--- config.mk ---
export PLATFORM = sky130hd
export DESIGN_NAME = stt_decide_flat
export DESIGN_NICKNAME = d
export VERILOG_FILES = /design/src/design/stt_pkg.sv /design/src/design/stt_out_if.sv /design/src/design/stt_decide.sv /design/src/flat_wrapper.sv
export SDC_FILE = /design/constraint.sdc
export NUM_CORES = 2
export LEC_CHECK = 0
export BUFFER_PORTS_ARGS = -buffer_cell sky130_fd_sc_hd__buf_2
export CAP_MARGIN = 5
export CORE_AREA = 3 3 297 357
export CTS_BUF_LIST = sky130_fd_sc_hd__clkbuf_8
export DETAILED_ROUTE_END_ITERATION = 7
export DIE_AREA = 0 0 300 360
export PLACE_DENSITY = 0.58
export SKIP_LAST_GASP = 1
export SLEW_MARGIN = 20
export SYNTH_ARGS = -nofsm -noshare
export SYNTH_HDL_FRONTEND = slang
export SYNTH_SLANG_ARGS = --single-unit
--- constraint.sdc ---
create_clock -name clk -period 9.1 [get_ports clk]
set_input_delay 0.91 -clock clk [delete_from_list [all_inputs] [get_ports clk]]
set_output_delay 0.91 -clock clk [all_outputs]
set_load 0.01 [all_outputs]
--- src/design/stt_pkg.sv ---
// ----------------------------------------------------------------------------
// stt_pkg: shared widths, codes and stage types
// Widths of the triangle check datapath, all derived from the coordinate and
// ratio widths, plus the types that pass between the pipeline modules.
// ----------------------------------------------------------------------------
package stt_pkg;

  localparam int COORD_BITS = 24;
  localparam int INDEX_BITS = 16;
  localparam int RATIO_BITS = 16;
  localparam int RATIO_FRAC = 8;
  localparam logic [RATIO_BITS-1:0] RATIO_RESET = RATIO_BITS'(768);

  // edge difference, squared side, side length sum
  localparam int DIFF_BITS  = COORD_BITS + 1;
  localparam int FULL_BITS  = 2 * DIFF_BITS;
  localparam int SQ_BITS    = 2 * COORD_BITS;
  localparam int LEN_BITS   = SQ_BITS + 1;
  // cross product terms and their difference
  localparam int PROD_BITS  = 2 * COORD_BITS + 1;
  localparam int CROSS_BITS = PROD_BITS + 1;
  localparam int ABS_BITS   = CROSS_BITS - 1;
  // threshold compare: L^2 << frac against |cross| * ratio
  localparam int RHS_BITS   = ABS_BITS + RATIO_BITS;
  localparam int CMP_BITS   = RHS_BITS;

  // configuration port
  localparam int CFG_DATA_BITS  = 32;
  localparam int CFG_ADDR_BITS  = 3;
  localparam int CFG_WORD_LSB   = 2;
  localparam int CFG_INDEX_BITS = CFG_ADDR_BITS - CFG_WORD_LSB;
  localparam logic [CFG_INDEX_BITS-1:0] REG_SKIN_RATIO = '0;

  typedef logic [INDEX_BITS-1:0] index_t;
  typedef logic [COORD_BITS-1:0] coord_t;
  typedef logic signed [DIFF_BITS-1:0] diff_t;

  typedef enum logic [1:0] {
    EDGE_AB = 2'd0,
    EDGE_BC = 2'd1,
    EDGE_CA = 2'd2
  } edge_t;

  typedef struct packed {
    index_t a;
    index_t b;
    index_t c;
  } idx3_t;

  // handoff from the geometry stages to the decision stages
  typedef struct packed {
    idx3_t                 idx;
    logic [LEN_BITS-1:0]   len_ab;
    logic [LEN_BITS-1:0]   len_bc;
    logic [LEN_BITS-1:0]   len_ca;
    logic [CROSS_BITS-1:0] area_x2;
  } geom_t;

  function automatic diff_t coord_diff(input coord_t p, input coord_t q);
    return $signed({p[COORD_BITS-1], p}) - $signed({q[COORD_BITS-1], q});
  endfunction

endpackage

--- src/design/stt_out_if.sv ---
// ----------------------------------------------------------------------------
// stt_out_if: result channel
// One beat carries the skinny flag and the ordered longest-edge indices.
// ----------------------------------------------------------------------------
interface stt_out_if;
  import stt_pkg::*;

  logic   valid;
  logic   ready;
  logic   is_skinny;
  index_t edge_low_index;
  index_t edge_high_index;

  modport source (
    output valid, is_skinny, edge_low_index, edge_high_index,
    input  ready
  );

  modport sink (
    input  valid, is_skinny, edge_low_index, edge_high_index,
    output ready
  );
endinterface

--- src/design/stt_decide.sv ---
// ----------------------------------------------------------------------------
// stt_decide: longest edge and threshold stages
// Three stages: pick edge and take |cross|, scale by ratio, compare.
// ----------------------------------------------------------------------------
module stt_decide (
  input  logic                            clk,
  input  logic                            rst_n,
  input  logic                            geom_valid,
  input  stt_pkg::geom_t                  geom,
  output logic                            geom_ready,
  input  logic [stt_pkg::RATIO_BITS-1:0]  skin_ratio,
  stt_out_if.source                       out_ch
);
  import stt_pkg::*;

  // stage 4: best edge, its endpoints and |cross|
  logic                s4_valid_r, s4_valid_nxt, s4_adv;
  logic [LEN_BITS-1:0] s4_best_r;
  logic [ABS_BITS-1:0] s4_abs_r;
  index_t              s4_u_r, s4_v_r;

  // stage 5: both sides of the threshold compare, ordered indices
  logic                s5_valid_r, s5_valid_nxt, s5_adv;
  logic [CMP_BITS-1:0] s5_lhs_r, s5_rhs_r;
  index_t              s5_low_r, s5_high_r;

  // stage 6: result register
  logic   out_valid_r, out_valid_nxt, out_adv;
  logic   out_skinny_r;
  index_t out_low_r, out_high_r;

  edge_t                       sel;
  logic [LEN_BITS-1:0]         best_ab_bc;
  logic [LEN_BITS-1:0]         best;
  logic signed [CROSS_BITS-1:0] cross_s, cross_neg;
  logic [ABS_BITS-1:0]         cross_abs;
  index_t                      u, v;

  assign out_adv = !out_valid_r || out_ch.ready;
  assign s5_adv  = !s5_valid_r || out_adv;
  assign s4_adv  = !s4_valid_r || s5_adv;
  assign geom_ready = s4_adv;

  assign s4_valid_nxt  = s4_adv  ? geom_valid : s4_valid_r;
  assign s5_valid_nxt  = s5_adv  ? s4_valid_r : s5_valid_r;
  assign out_valid_nxt = out_adv ? s5_valid_r : out_valid_r;

  always_ff @(posedge clk) begin
    if (!rst_n) begin
      s4_valid_r  <= 1'b0;
      s5_valid_r  <= 1'b0;
      out_valid_r <= 1'b0;
    end else begin
      s4_valid_r  <= s4_valid_nxt;
      s5_valid_r  <= s5_valid_nxt;
      out_valid_r <= out_valid_nxt;
    end
  end

  // earlier edge wins a tie: only a strictly longer side replaces it
  always_comb begin
    sel        = EDGE_AB;
    best_ab_bc = geom.len_ab;
    if (geom.len_bc > geom.len_ab) begin
      sel        = EDGE_BC;
      best_ab_bc = geom.len_bc;
    end
    best = best_ab_bc;
    if (geom.len_ca > best_ab_bc) begin
      sel  = EDGE_CA;
      best = geom.len_ca;
    end
    case (sel)
      EDGE_AB: begin
        u = geom.idx.a;
        v = geom.idx.b;
      end
      EDGE_BC: begin
        u = geom.idx.b;
        v = geom.idx.c;
      end
      EDGE_CA: begin
        u = geom.idx.c;
        v = geom.idx.a;
      end
      default: begin
        u = geom.idx.a;
        v = geom.idx.b;
      end
    endcase
    cross_s   = $signed(geom.area_x2);
    cross_neg = -cross_s;
    cross_abs = cross_s[CROSS_BITS-1] ? cross_neg[ABS_BITS-1:0] : cross_s[ABS_BITS-1:0];
  end

  always_ff @(posedge clk) begin
    if (s4_adv) begin
      s4_best_r <= best;
      s4_abs_r  <= cross_abs;
      s4_u_r    <= u;
      s4_v_r    <= v;
    end
  end

  always_ff @(posedge clk) begin
    if (s5_adv) begin
      s5_lhs_r  <= CMP_BITS'({s4_best_r, {RATIO_FRAC{1'b0}}});
      s5_rhs_r  <= CMP_BITS'(RHS_BITS'(s4_abs_r) * RHS_BITS'(skin_ratio));
      s5_low_r  <= (s4_u_r < s4_v_r) ? s4_u_r : s4_v_r;
      s5_high_r <= (s4_u_r < s4_v_r) ? s4_v_r : s4_u_r;
    end
  end

  always_ff @(posedge clk) begin
    if (out_adv) begin
      out_skinny_r <= s5_lhs_r > s5_rhs_r;
      out_low_r    <= s5_low_r;
      out_high_r   <= s5_high_r;
    end
  end

  assign out_ch.valid           = out_valid_r;
  assign out_ch.is_skinny       = out_skinny_r;
  assign out_ch.edge_low_index  = out_low_r;
  assign out_ch.edge_high_index = out_high_r;

endmodule

--- src/flat_wrapper.sv ---
// flat-port wrapper written by rule: the top's interface ports become plain ports
module stt_decide_flat import stt_pkg::*;
  (clk, rst_n, geom_valid, geom, geom_ready, skin_ratio, out_ch_valid, out_ch_is_skinny, out_ch_edge_low_index, out_ch_edge_high_index, out_ch_ready);
  stt_out_if out_ch_i ();
  input  logic clk;
  input  logic rst_n;
  input  logic geom_valid;
  input  stt_pkg::geom_t geom;
  output logic geom_ready;
  input  logic [stt_pkg::RATIO_BITS-1:0] skin_ratio;
  output wire logic [$bits(out_ch_i.valid)-1:0] out_ch_valid;
  output wire logic [$bits(out_ch_i.is_skinny)-1:0] out_ch_is_skinny;
  output wire logic [$bits(out_ch_i.edge_low_index)-1:0] out_ch_edge_low_index;
  output wire logic [$bits(out_ch_i.edge_high_index)-1:0] out_ch_edge_high_index;
  input wire logic [$bits(out_ch_i.ready)-1:0] out_ch_ready;
  assign out_ch_valid = out_ch_i.valid;
  assign out_ch_is_skinny = out_ch_i.is_skinny;
  assign out_ch_edge_low_index = out_ch_i.edge_low_index;
  assign out_ch_edge_high_index = out_ch_i.edge_high_index;
  assign out_ch_i.ready = out_ch_ready;
  stt_decide u_core (.clk(clk), .rst_n(rst_n), .geom_valid(geom_valid), .geom(geom), .geom_ready(geom_ready), .skin_ratio(skin_ratio), .out_ch(out_ch_i));
endmodule
==> run summary <==
Setup path
- kind of launch point of the worst setup path: primary input
- maximum fanout along the worst path: 41
- Data required, critical path: 9.52 ns
- worst setup path category: primary input to flip-flop
- data arrival at the endpoint of the critical path: 8.41 ns
- endpoint type of the worst setup path: flip-flop

Floorplan
- effective utilization at floorplan: 0.3977
- total number of placement rows: 129
- floorplan core area: 103000 um^2
- IO Pins: 300
- Chip Width: 300 um
- die height: 360 um
- die area: 108000 um^2

Clock network
- clock tree from TritonCTS: done
- post-CTS sizing: 0
- register clock-pin slew on the reported worst setup and hold paths: 0.06 ns
- Clock Sinks: 312
- number of buffers added by the clock tree synthesis step: 55
- cell chosen for the clock root: clkbuf_8
- post-CTS setup-driven buffer insertion count: 0
- hold-fix buffer count after cts: 0
- maximum buffer depth of the clock tree: 3
- Clock H-tree levels: 2
- clock insertion delay at the later pin of the skew report: 0.70 ns

Synth
- mean cell area of the mapped netlist: 9.847 um^2
- instance count of the mapped netlist: 4159
- fraction of synthesis flops using an asynchronous set or reset pin: 0
- post-synthesis sequential element count: 312
- syn_nets: 5380
- top cells by area, synth: fa_1, edfxtp_1, ha_1
- Post-synth EDFFs: 309
- area share of the largest cell type after synthesis: 0.3207
- sequential share of the synthesized area: 0.2280
- synthesized cell area: 40950 um^2
- distinct cell type count after synthesis: 69
- YS warnings: 0
- leading area contributor after synthesis: fa_1
- flip-flop cell with the highest count after synthesis: edfxtp_1

GRT
- largest net degree at the start of global routing: 84
- final global-route overflow total: 0
- global-route usage over all layers: 0.2126
- number of global-route vias before repair: 31.45k
- initial antenna violation count: 11
- wire length of the first global-routing pass: 179.2 mm

STA
- transition time at the pin with the least slew margin: 1.138 ns
- final hold violation count: 0
- Peak Freq: 0.1252 GHz
- hold slack final: 0.3373 ns
- RSZ-0062 raised after global routing: no
- Period Utilization, post-route: 0.8778
- shortest period the worst path allows: 7.988 ns
- Total Neg Setup Slack: 0 ns
- Final Setup Violations: 0
- Fin Clk Skew: 0.09888 ns
- worst slew slack as a fraction of its limit: 0.2416
- pins over their slew limit: 0

Placement
- total half-perimeter wirelength after legalization and detailed placement: 88.88 mm
- count of input and output buffers: 299
- global placer's final weighted congestion: 0.8899

Min path
- Worst Hold Class: flip-flop to flip-flop

Route
- Detail Route Antenna Nets: 0
- total number of vias: 29.47k
- routed length per instance: 19.44 um
- number of DRC markers in iteration 0: 1677
- wire length reported by the detailed router: 112.8 mm
- detailed-router iteration count before antenna repair: 5
- detailed-route DRC error count: 0
- number of vias per cell after detailed routing: 5.081

Layout
- net count of the finished layout: 5600
- commonest non-fill, non-tap cell in the layout: inv_1
- share of final-layout standard cells stronger than drive strength 1: 0.1097
- synthesis-to-layout area growth: 9.899%
- commonest cells after routing, fill and taps aside: inv_1, fa_1, nand2_1

Run
- max capacitance violation total: 0

Run status
- run status: completed

## cells by family after synthesis
kind of cell               count (synthesis)  share of synthesized area
and+or+nand+nor                         1107                     0.1286
buffers and inverters                   1080                    0.09963
adders and majority gates                956                     0.4123
AOI/OAI and AO/OA                        439                    0.06883
DFF                                      312                     0.2280
muxes                                    160                    0.04015
xor gates and xnor gates                 105                    0.02246
## layout make-up
class	count	area, um^2
Fill cell	10170	57970
Timing Repair Buffer	342	1844
Inverter	901	3382
Antenna cell	4	10.01
Multi-Input combinational cell	2767	27580
Sequential cell	312	9339
Clock inverter	45	379.1
Tap cell	1375	1720
Clock buffer	55	757.0
## worst max-delay path: stages
cell	delay (ns)
buf_2	0.42
buf_4	0.34
and2_1	0.16
fa_1	0.53
inv_1	0.05
fa_1	0.55
inv_1	0.05
ha_1	0.21
fa_1	0.53
inv_1	0.05
fa_1	0.49
fa_1	0.55
inv_1	0.04
ha_1	0.36
and3_1	0.19
a221oi_1	0.57
o21a_1	0.25
o21ai_0	0.21
a21boi_0	0.53
o21ba_2	0.35
o21ai_0	0.21
and4_1	0.25
a2111oi_0	0.60
## path summary, 6_finish.rpt
check                                   startpoint  slack [ns]                         endpoint  cells past startpoint
worst max-delay path                 skin_ratio[1]        1.11              u_core.s5_rhs_r[45]                     23
worst min-delay path            u_core.s5_low_r[8]        0.34  u_core.out_ch.edge_low_index[8]                      0
worst max register to register  u_core.s4_abs_r[6]        1.24              u_core.s5_rhs_r[45]                     21
worst min register to register  u_core.s5_low_r[8]        0.34  u_core.out_ch.edge_low_index[8]                      0
## cells in the mapped netlist (5+ instances only)
library cell / count
a21boi_0: 8
a21o_1: 101
a21oi_1: 114
a31oi_1: 11
and2_1: 255
and3_1: 8
buf_1: 12
clkbuf_1: 163
edfxtp_1: 309
fa_1: 656
ha_1: 300
inv_1: 901
mux2_2: 34
mux2i_1: 126
nand2_1: 633
nand2b_1: 9
nand3_1: 28
nand4_1: 49
nor2_1: 46
nor2b_1: 18
nor3_1: 17
nor4_1: 7
o211ai_1: 5
o21a_1: 10
o21ai_0: 111
o21bai_1: 10
o31ai_1: 14
o41ai_1: 8
or2_2: 5
or3_1: 6
or4_1: 6
xnor2_1: 80
xor2_1: 25
## registers in the layout (all words and copies together), names as in the netlist
name	cells
u_core.out_ch.edge_low_index	16
u_core.s4_valid_r	1
u_core.s5_lhs_r	49
u_core.s4_v_r	16
u_core.s4_best_r	49
u_core.out_ch.edge_high_index	16
u_core.s5_valid_r	1
u_core.out_ch.valid	1
u_core.s5_rhs_r	65
u_core.s4_u_r	16
u_core.s4_abs_r	49
u_core.s5_high_r	16
u_core.s5_low_r	16
u_core.out_ch.is_skinny	1
## per-layer routing
layer	share of wire	wire, um	track usage
met5	0.00060	68	0
met4	0.035	3983	0.06910
met3	0.069	7830	0.04192
met2	0.48	53660	0.3523
met1	0.42	47250	0.2800
## metrics by stage
stage	utilization	setup WS [ns]	instances	instance area, um^2
after floorplan	-	2.026	4159	40950
after global placement	0.4257	0.4023	5696	43840
after detailed placement	0.4257	0.4763	5696	43840
after CTS	0.4367	1.106	5796	44970
after global routing	0.4370	0.7084	5798	45000
final	0.4371	1.112	5801	45010
Power is left out: the tool's default activity adds up to more than one toggle a clock period on the data nets, which glitch-free logic cannot reach.
